<file path="config.mk">
export PLATFORM = sky130hd
export DESIGN_NAME = fnu_scan
export DESIGN_NICKNAME = d
export VERILOG_FILES = /design/src/rtl/fnu_pkg.sv /design/src/rtl/fnu_scan.sv
export SDC_FILE = /design/constraint.sdc
export NUM_CORES = 1
export LEC_CHECK = 0
export BUFFER_PORTS_ARGS = -buffer_cell sky130_fd_sc_hd__buf_2
export CORE_AREA = 2 2 101 78
export DETAILED_ROUTE_END_ITERATION = 7
export DIE_AREA = 0 0 103 80
export GPL_ROUTABILITY_DRIVEN = 1
export GPL_TIMING_DRIVEN = 0
export PLACE_DENSITY = 0.75
export SYNTH_ARGS = -nofsm -noshare
export SYNTH_HDL_FRONTEND = slang
export SYNTH_SLANG_ARGS = --single-unit
export TNS_END_PERCENT = 20
</file>
<file path="constraint.sdc">
create_clock -name clk -period 3.35 [get_ports clk]
set_input_delay 0.1675 -clock clk [delete_from_list [all_inputs] [get_ports clk]]
set_output_delay 0.1675 -clock clk [all_outputs]
set_load 0.03 [all_outputs]
</file>
<file path="src/rtl/fnu_pkg.sv">
// Shared constants and types of the furthest-next-use byte budget evictor.
package fnu_pkg;

	// Number of chunk slots and the index width that follows from it.
	localparam int NUM_CHUNKS = 64;
	localparam int IDX_W      = $clog2(NUM_CHUNKS);

	// Field widths.
	localparam int ID_W    = 6;
	localparam int SIZE_W  = 32;
	localparam int TIME_W  = 32;
	localparam int BYTES_W = 48;
	localparam int CNT_W   = 64;

	// Packed stream widths, rounded up to whole bytes.
	localparam int IN_W  = 72;
	localparam int OUT_W = 184;

	// Report kinds carried on tuser.
	localparam logic KIND_EVICT  = 1'b0;
	localparam logic KIND_ACCESS = 1'b1;

	// Result of one victim search.
	typedef struct packed {
		logic             done;
		logic [IDX_W-1:0] victim;
	} scan_res_t;

endpackage

</file>
<file path="src/rtl/fnu_scan.sv">
// Victim search unit: walks the next-use RAM one entry per cycle with one shared comparator.
module fnu_scan (
	input  logic                                clk,
	input  logic                                arst_n,
	input  logic                                start,
	input  logic [fnu_pkg::NUM_CHUNKS-1:0]      present,
	input  logic [fnu_pkg::TIME_W-1:0]          rdata,
	output logic                                rd_en,
	output logic [fnu_pkg::IDX_W-1:0]           rd_addr,
	output fnu_pkg::scan_res_t                  res
);

	logic                         busy_q;
	logic [fnu_pkg::IDX_W:0]      cnt_q;
	logic                         vld_s1;
	logic [fnu_pkg::IDX_W-1:0]    idx_s1;
	logic                         found_q;
	logic [fnu_pkg::TIME_W-1:0]   best_q;
	logic [fnu_pkg::IDX_W-1:0]    victim_q;
	logic                         take;
	logic                         done;

	// Issue one read per cycle until every slot has been addressed.
	assign rd_en   = busy_q && (cnt_q < (fnu_pkg::IDX_W+1)'(fnu_pkg::NUM_CHUNKS));
	assign rd_addr = cnt_q[fnu_pkg::IDX_W-1:0];

	// A resident entry replaces the best only when strictly further, so ties keep the lowest id.
	assign take = vld_s1 && present[idx_s1] && (!found_q || (rdata > best_q));

	// The search ends once all reads are issued and the last one is compared.
	assign done = busy_q && !vld_s1 &&
		(cnt_q == (fnu_pkg::IDX_W+1)'(fnu_pkg::NUM_CHUNKS));

	always_ff @(posedge clk or negedge arst_n) begin
		if (!arst_n) begin
			busy_q  <= 1'b0;
			cnt_q   <= '0;
			vld_s1  <= 1'b0;
			found_q <= 1'b0;
		end else begin
			vld_s1 <= rd_en;
			if (start) begin
				busy_q  <= 1'b1;
				cnt_q   <= '0;
				found_q <= 1'b0;
			end else begin
				if (rd_en) begin
					cnt_q <= cnt_q + 1'b1;
				end
				if (take) begin
					found_q <= 1'b1;
				end
				if (done) begin
					busy_q <= 1'b0;
				end
			end
		end
	end

	// Address pipeline and best-so-far payload.
	always_ff @(posedge clk) begin
		idx_s1 <= rd_addr;
		if (take) begin
			best_q   <= rdata;
			victim_q <= idx_s1;
		end
	end

	assign res.done   = done;
	assign res.victim = victim_q;

endmodule

</file>
# == Word-level counts from Yosys, hierarchy flattened ==
# Index checks and enable logic that the tools add are counted.
# totals
ff_bits,54
latch_bits,0
mem_bits_rw,0
rom_bits,0
in_bits,99
output_inout_bits,14
elab_cells,31
n_memories,0
# op_classes
n_addsub,1
n_mul,0
div_mod_pow,0
magnitude_cmp,3
eq_ne,1
shift,0
muxes,8
bitwise,0
reduce_logical,11
# op_table
operator,count
$gt A32 B32 Y1,1
$mux W7,2
$add A7 B1 Y7 const B,1
$eq A7 B7 Y1 const B,1
$lt A6 B7 Y1 const B,1
$lt A7 B7 Y1 const B,1
$bmux W1 S6,1
$reduce_bool A2 Y1,3
$logic_and A1 B1 Y1,5
$mux W1,5
$logic_not A1 Y1,2
$logic_or A1 B1 Y1,1

# == Logic depth before layout (Yosys ltp) ==
# logic_depth
word_depth,6
ltp_mapped,7

# == Least setup slack after synthesis ==
# No wires, ideal clock.
# synth_path
path_type,flip-flop to flip-flop
startpoint,register idx_s1[1] in the netlist's numbering
endpoint,register best_q[0] in the netlist's numbering (enable)
arrival_ns,3.229
required_ns,2.916
slack_ns,-0.313
stages_incl_launch_ff,8
path_buffers,2
path_cell_list,dfxtp_1 > buf_6 > buf_12 > mux2i_1 > mux4_2 > a221oi_2 > a22oi_1 > a311oi_2
# synth_via
elab_chain_cells,4
# synth_rtl
item,line_no,text
"start, declared",fnu_scan.sv:16,logic [fnu_pkg::IDX_W-1:0] idx_s1;
"start signal, assigned",fnu_scan.sv:62,idx_s1 <= rd_addr;
$bmux W1 S6,fnu_scan.sv:28,assign take = vld_s1 && present[idx_s1] && (!found_q || (rdata > best_q));
$mux W1 (not written as such),fnu_scan.sv:28,
$logic_and A1 B1 Y1 (2 in series),fnu_scan.sv:28,
net take,fnu_scan.sv:20,logic take;
"end signal, assigned",fnu_scan.sv:64,best_q <= rdata;
"end, declared",fnu_scan.sv:18,logic [fnu_pkg::TIME_W-1:0] best_q;
# The timed path passes the listed nets, and every way through them passes these cells. The select of a mux whose other input is x is not followed.
# A chain may end at the register's enable or synchronous reset.

# == Final worst setup path ==
# layout_path
startpoint,register idx_s1[0] in the netlist's numbering
endpoint,register best_q[14] in the netlist's numbering (enable)
# The elaborated chain is that of the path after synthesis.

==> results.md <==
* Number of failing hold endpoints at the final stage at 0
* Synth top area cells: edfxtp_1, ha_1, dfrtp_1, mux4_2, mux4_1
* Critical Path Source Type: register
* Per-cell routed wire length at 14.71 um
* FF/Latch Area at 1511 sq um
* Mapped Nets at 380
* Clk slew on worst S/H paths at 0.10 ns
* Flops & latches, synth at 54
* Fin crit share at 89.27%
* WP data required at 3.36 ns
* Seq/Total Area, Yosys at 47.52%
* # rows at 27
* Clock power share at 24.5%
* CTS sink count at 54
* Combinational Power Share at 26.6%
* Min-Delay Path Class: primary input to register
* CTS tree: built
* Syn avg cell area at 12.88 sq um
* CTS resizes at 0
* Via/cell ratio at 5.030
* Outcome: completed
* P_int at 1.224 mW
* H-tree depth at 2
* WP data arrival at 3.00 ns
* Multi-input gate area in the final layout at 1444 sq um
* Ys flop type: edfxtp_1
* Drt initial violations at 65
* Longest Clk Path Bufs at 2
* # setup viols final at 0
* Final min period at 2.991 ns
* Gate Count Post-Synth at 247
* Inst Count DP at 461
* Crit path buf inv count at 2
* CP peak stage delay at 0.74 ns
* Initial Util at 43.99%
* Initial antenna violation count at 0
* CP top delay family: compound AO/OA/AOI/OAI gates
* Die Wd at 103 um
* Area Growth Syn to Fin at 26.95%
* Top cell type by total area after synthesis: edfxtp_1
* # port buffers at 111
* Max stage delay cell, worst path: a311oi_4
* Detail Placement HPWL at 5.667 mm
* Max Slew Vio Count at 0
* Synth unique cells at 42
* Max frequency at 334.4 MHz
* Vias in the first global route at 2,291
* First-pass GRT wire length at 10.54 mm
* Non-filler cells, final at 470
* Cts bufs inserted at 5
* DRC at 0
* DRT Pass-1 Iters at 4
* Die H at 80 um
* Crit path max fanout at 15
* Yosys warnings at 0
* Asr flop ratio synth at 18.52%
* Peak supply drop at 0.2013 mV
* Worst-margin pin slew at 0.8004 ns
* Die area at 8240 sq um
* Antenna cells at 0
* Clock Latency Late Sink at 0.30 ns
* Sw power at 0.4840 mW
* Vias at 2,364
* Sw frac at 28.33%
* Root Driver: clkbuf_8
* Layout cells sized above 1 at 39.02%
* Post-Route WL at 6.914 mm
* Slew HR at 45.26%
* Core area at 7229 sq um
* I/O pin count at 113
* Global Route Usage Sum at 16.46%
* Max-cap violations at 0
* Crit Path Class: register to register
* Sequential cell fraction of total power at 48.9%
* GRT Residual Overflow at 0
* Final-stage net count at 501
* Static Leakage at 1.943 nW
* Post-route ant nets at 0
* Power after layout at 1.708 mW
* Post-synth EDFFs at 38
* Post-Syn Area at 3181 sq um
* Critical path, cell by cell: buf_2 -> mux4_2 -> a221oi_2 -> a22oi_1 -> a311oi_4 -> buf_8
* Unrepaired setup endpoints after global routing: false
* Critical Path End Type: register
* Power Dens Cells at 423.1 nW/um^2
* Commonest non-fill, non-tap cell in the layout: buf_2
* Pin count of the biggest net entering global routing at 19
* Skew final at 0.01037 ns
* Top-area cell type share of the netlist area at 35.88%
* Fill cells at 667
* Gpl congestion at 0.8221
* Most frequent cells in the layout: buf_2, edfxtp_1, inv_1
layer usage:
metal  share of wire (%)  up-vias  GRT usage (%)  routed length, um
li1                    -     1164              -                  -
met2                  47       51          25.84               3280
met1                  47     1141          23.85               3248
met3                 4.9        8          3.503                338
met4                0.67        0          2.763                 46
met5                   0        -              0                  0
registers in the layout, indices dropped and copies added, names as in the netlist:
| name | flops |
|---|---|
| best_q | 32 |
| vld_s1 | 1 |
| found_q | 1 |
| cnt_q | 7 |
| busy_q | 1 |
| victim_q | 6 |
| idx_s1 | 6 |
synthesized netlist by cell type, types with 6 or more instances:
cell type,number
a21oi_1,12
ha_1,34
nand2_1,7
mux4_2,8
mux2i_1,14
dfrtp_1,10
edfxtp_1,38
inv_1,37
nand4_1,8
buf_4,7
mux4_1,6
dfxtp_1,6
nor2_1,11
stage by stage:
stage	cell area [sq um]	util, %	setup TNS (ns)	worst slack, ns	hold slack, ns
after floorplan	3192	-	0	0.2399	-0.1281
after global placement	3874	53.58	-17.93	-0.4727	0.03470
after detailed placement	3916	54.17	0	0.3882	0.04044
after CTS	4038	55.85	0	0.3373	0.03874
after global routing	4038	55.85	0	0.1842	0.03821
final	4038	55.85	0	0.3594	0.05103
path summary, 6_finish.rpt:
path / from / endpoint / slack, ns / cells after the start
worst max-delay path: idx_s1[0]$_DFF_P_ / best_q[14]$_DFFE_PP_ / 0.36 / 6
worst min-delay path: rdata[9] / best_q[9]$_DFFE_PP_ / 0.05 / 1
worst max register to register: idx_s1[0]$_DFF_P_ / best_q[14]$_DFFE_PP_ / 0.36 / 6
worst min register to register: idx_s1[1]$_DFF_P_ / victim_q[1]$_DFFE_PP_ / 0.47 / 0
max in group asynchronous: arst_n / found_q$_DFFE_PN0P_ / 2.91 / 2
min in group asynchronous: arst_n / cnt_q[1]$_DFFE_PN0P_ / 0.25 / 2
what timing repair did:
item / 4_1_cts / 5_1_grt
hold buffers: 1 / 0
endpoints found under the hold margin: 10 / 0
buffers inserted: 0 / 0
power by group through the flow:
stage          Sequential [mW]  Clock (mW)  Combinational [mW]
6_report                 0.835       0.419               0.454
5_1_grt                  0.846       0.453               0.509
4_1_cts                  0.836       0.434               0.461
3_5_place_dp             0.851           0               0.457
3_3_place_gp             0.855           0               0.416
2_1_floorplan            0.873           0               0.263
cell type report:
cell class                 instances  share of cell area (%)
sequential                        54                   37.43
multi-input combinational        144                   35.76
timing repair buffer             114                   15.06
inverter                          37                   3.440
tap                              101                   3.130
buffer                            12                   2.417
clock buffer                       6                   2.324
clock inverter                     2                  0.4338
cells by family after synthesis:
group | Yosys count | share of synthesized area (%)
AO/OA/AOI/OAI | 34 | 7.986
adder cells (fa/ha/maj) | 34 | 13.38
AND/OR/NAND/NOR | 43 | 7.278
buffers and inverters | 49 | 7.435
flip-flops | 54 | 47.52
XOR/XNOR | 5 | 1.377
multiplexers | 28 | 15.03
Power figures use the tool's default switching activity.
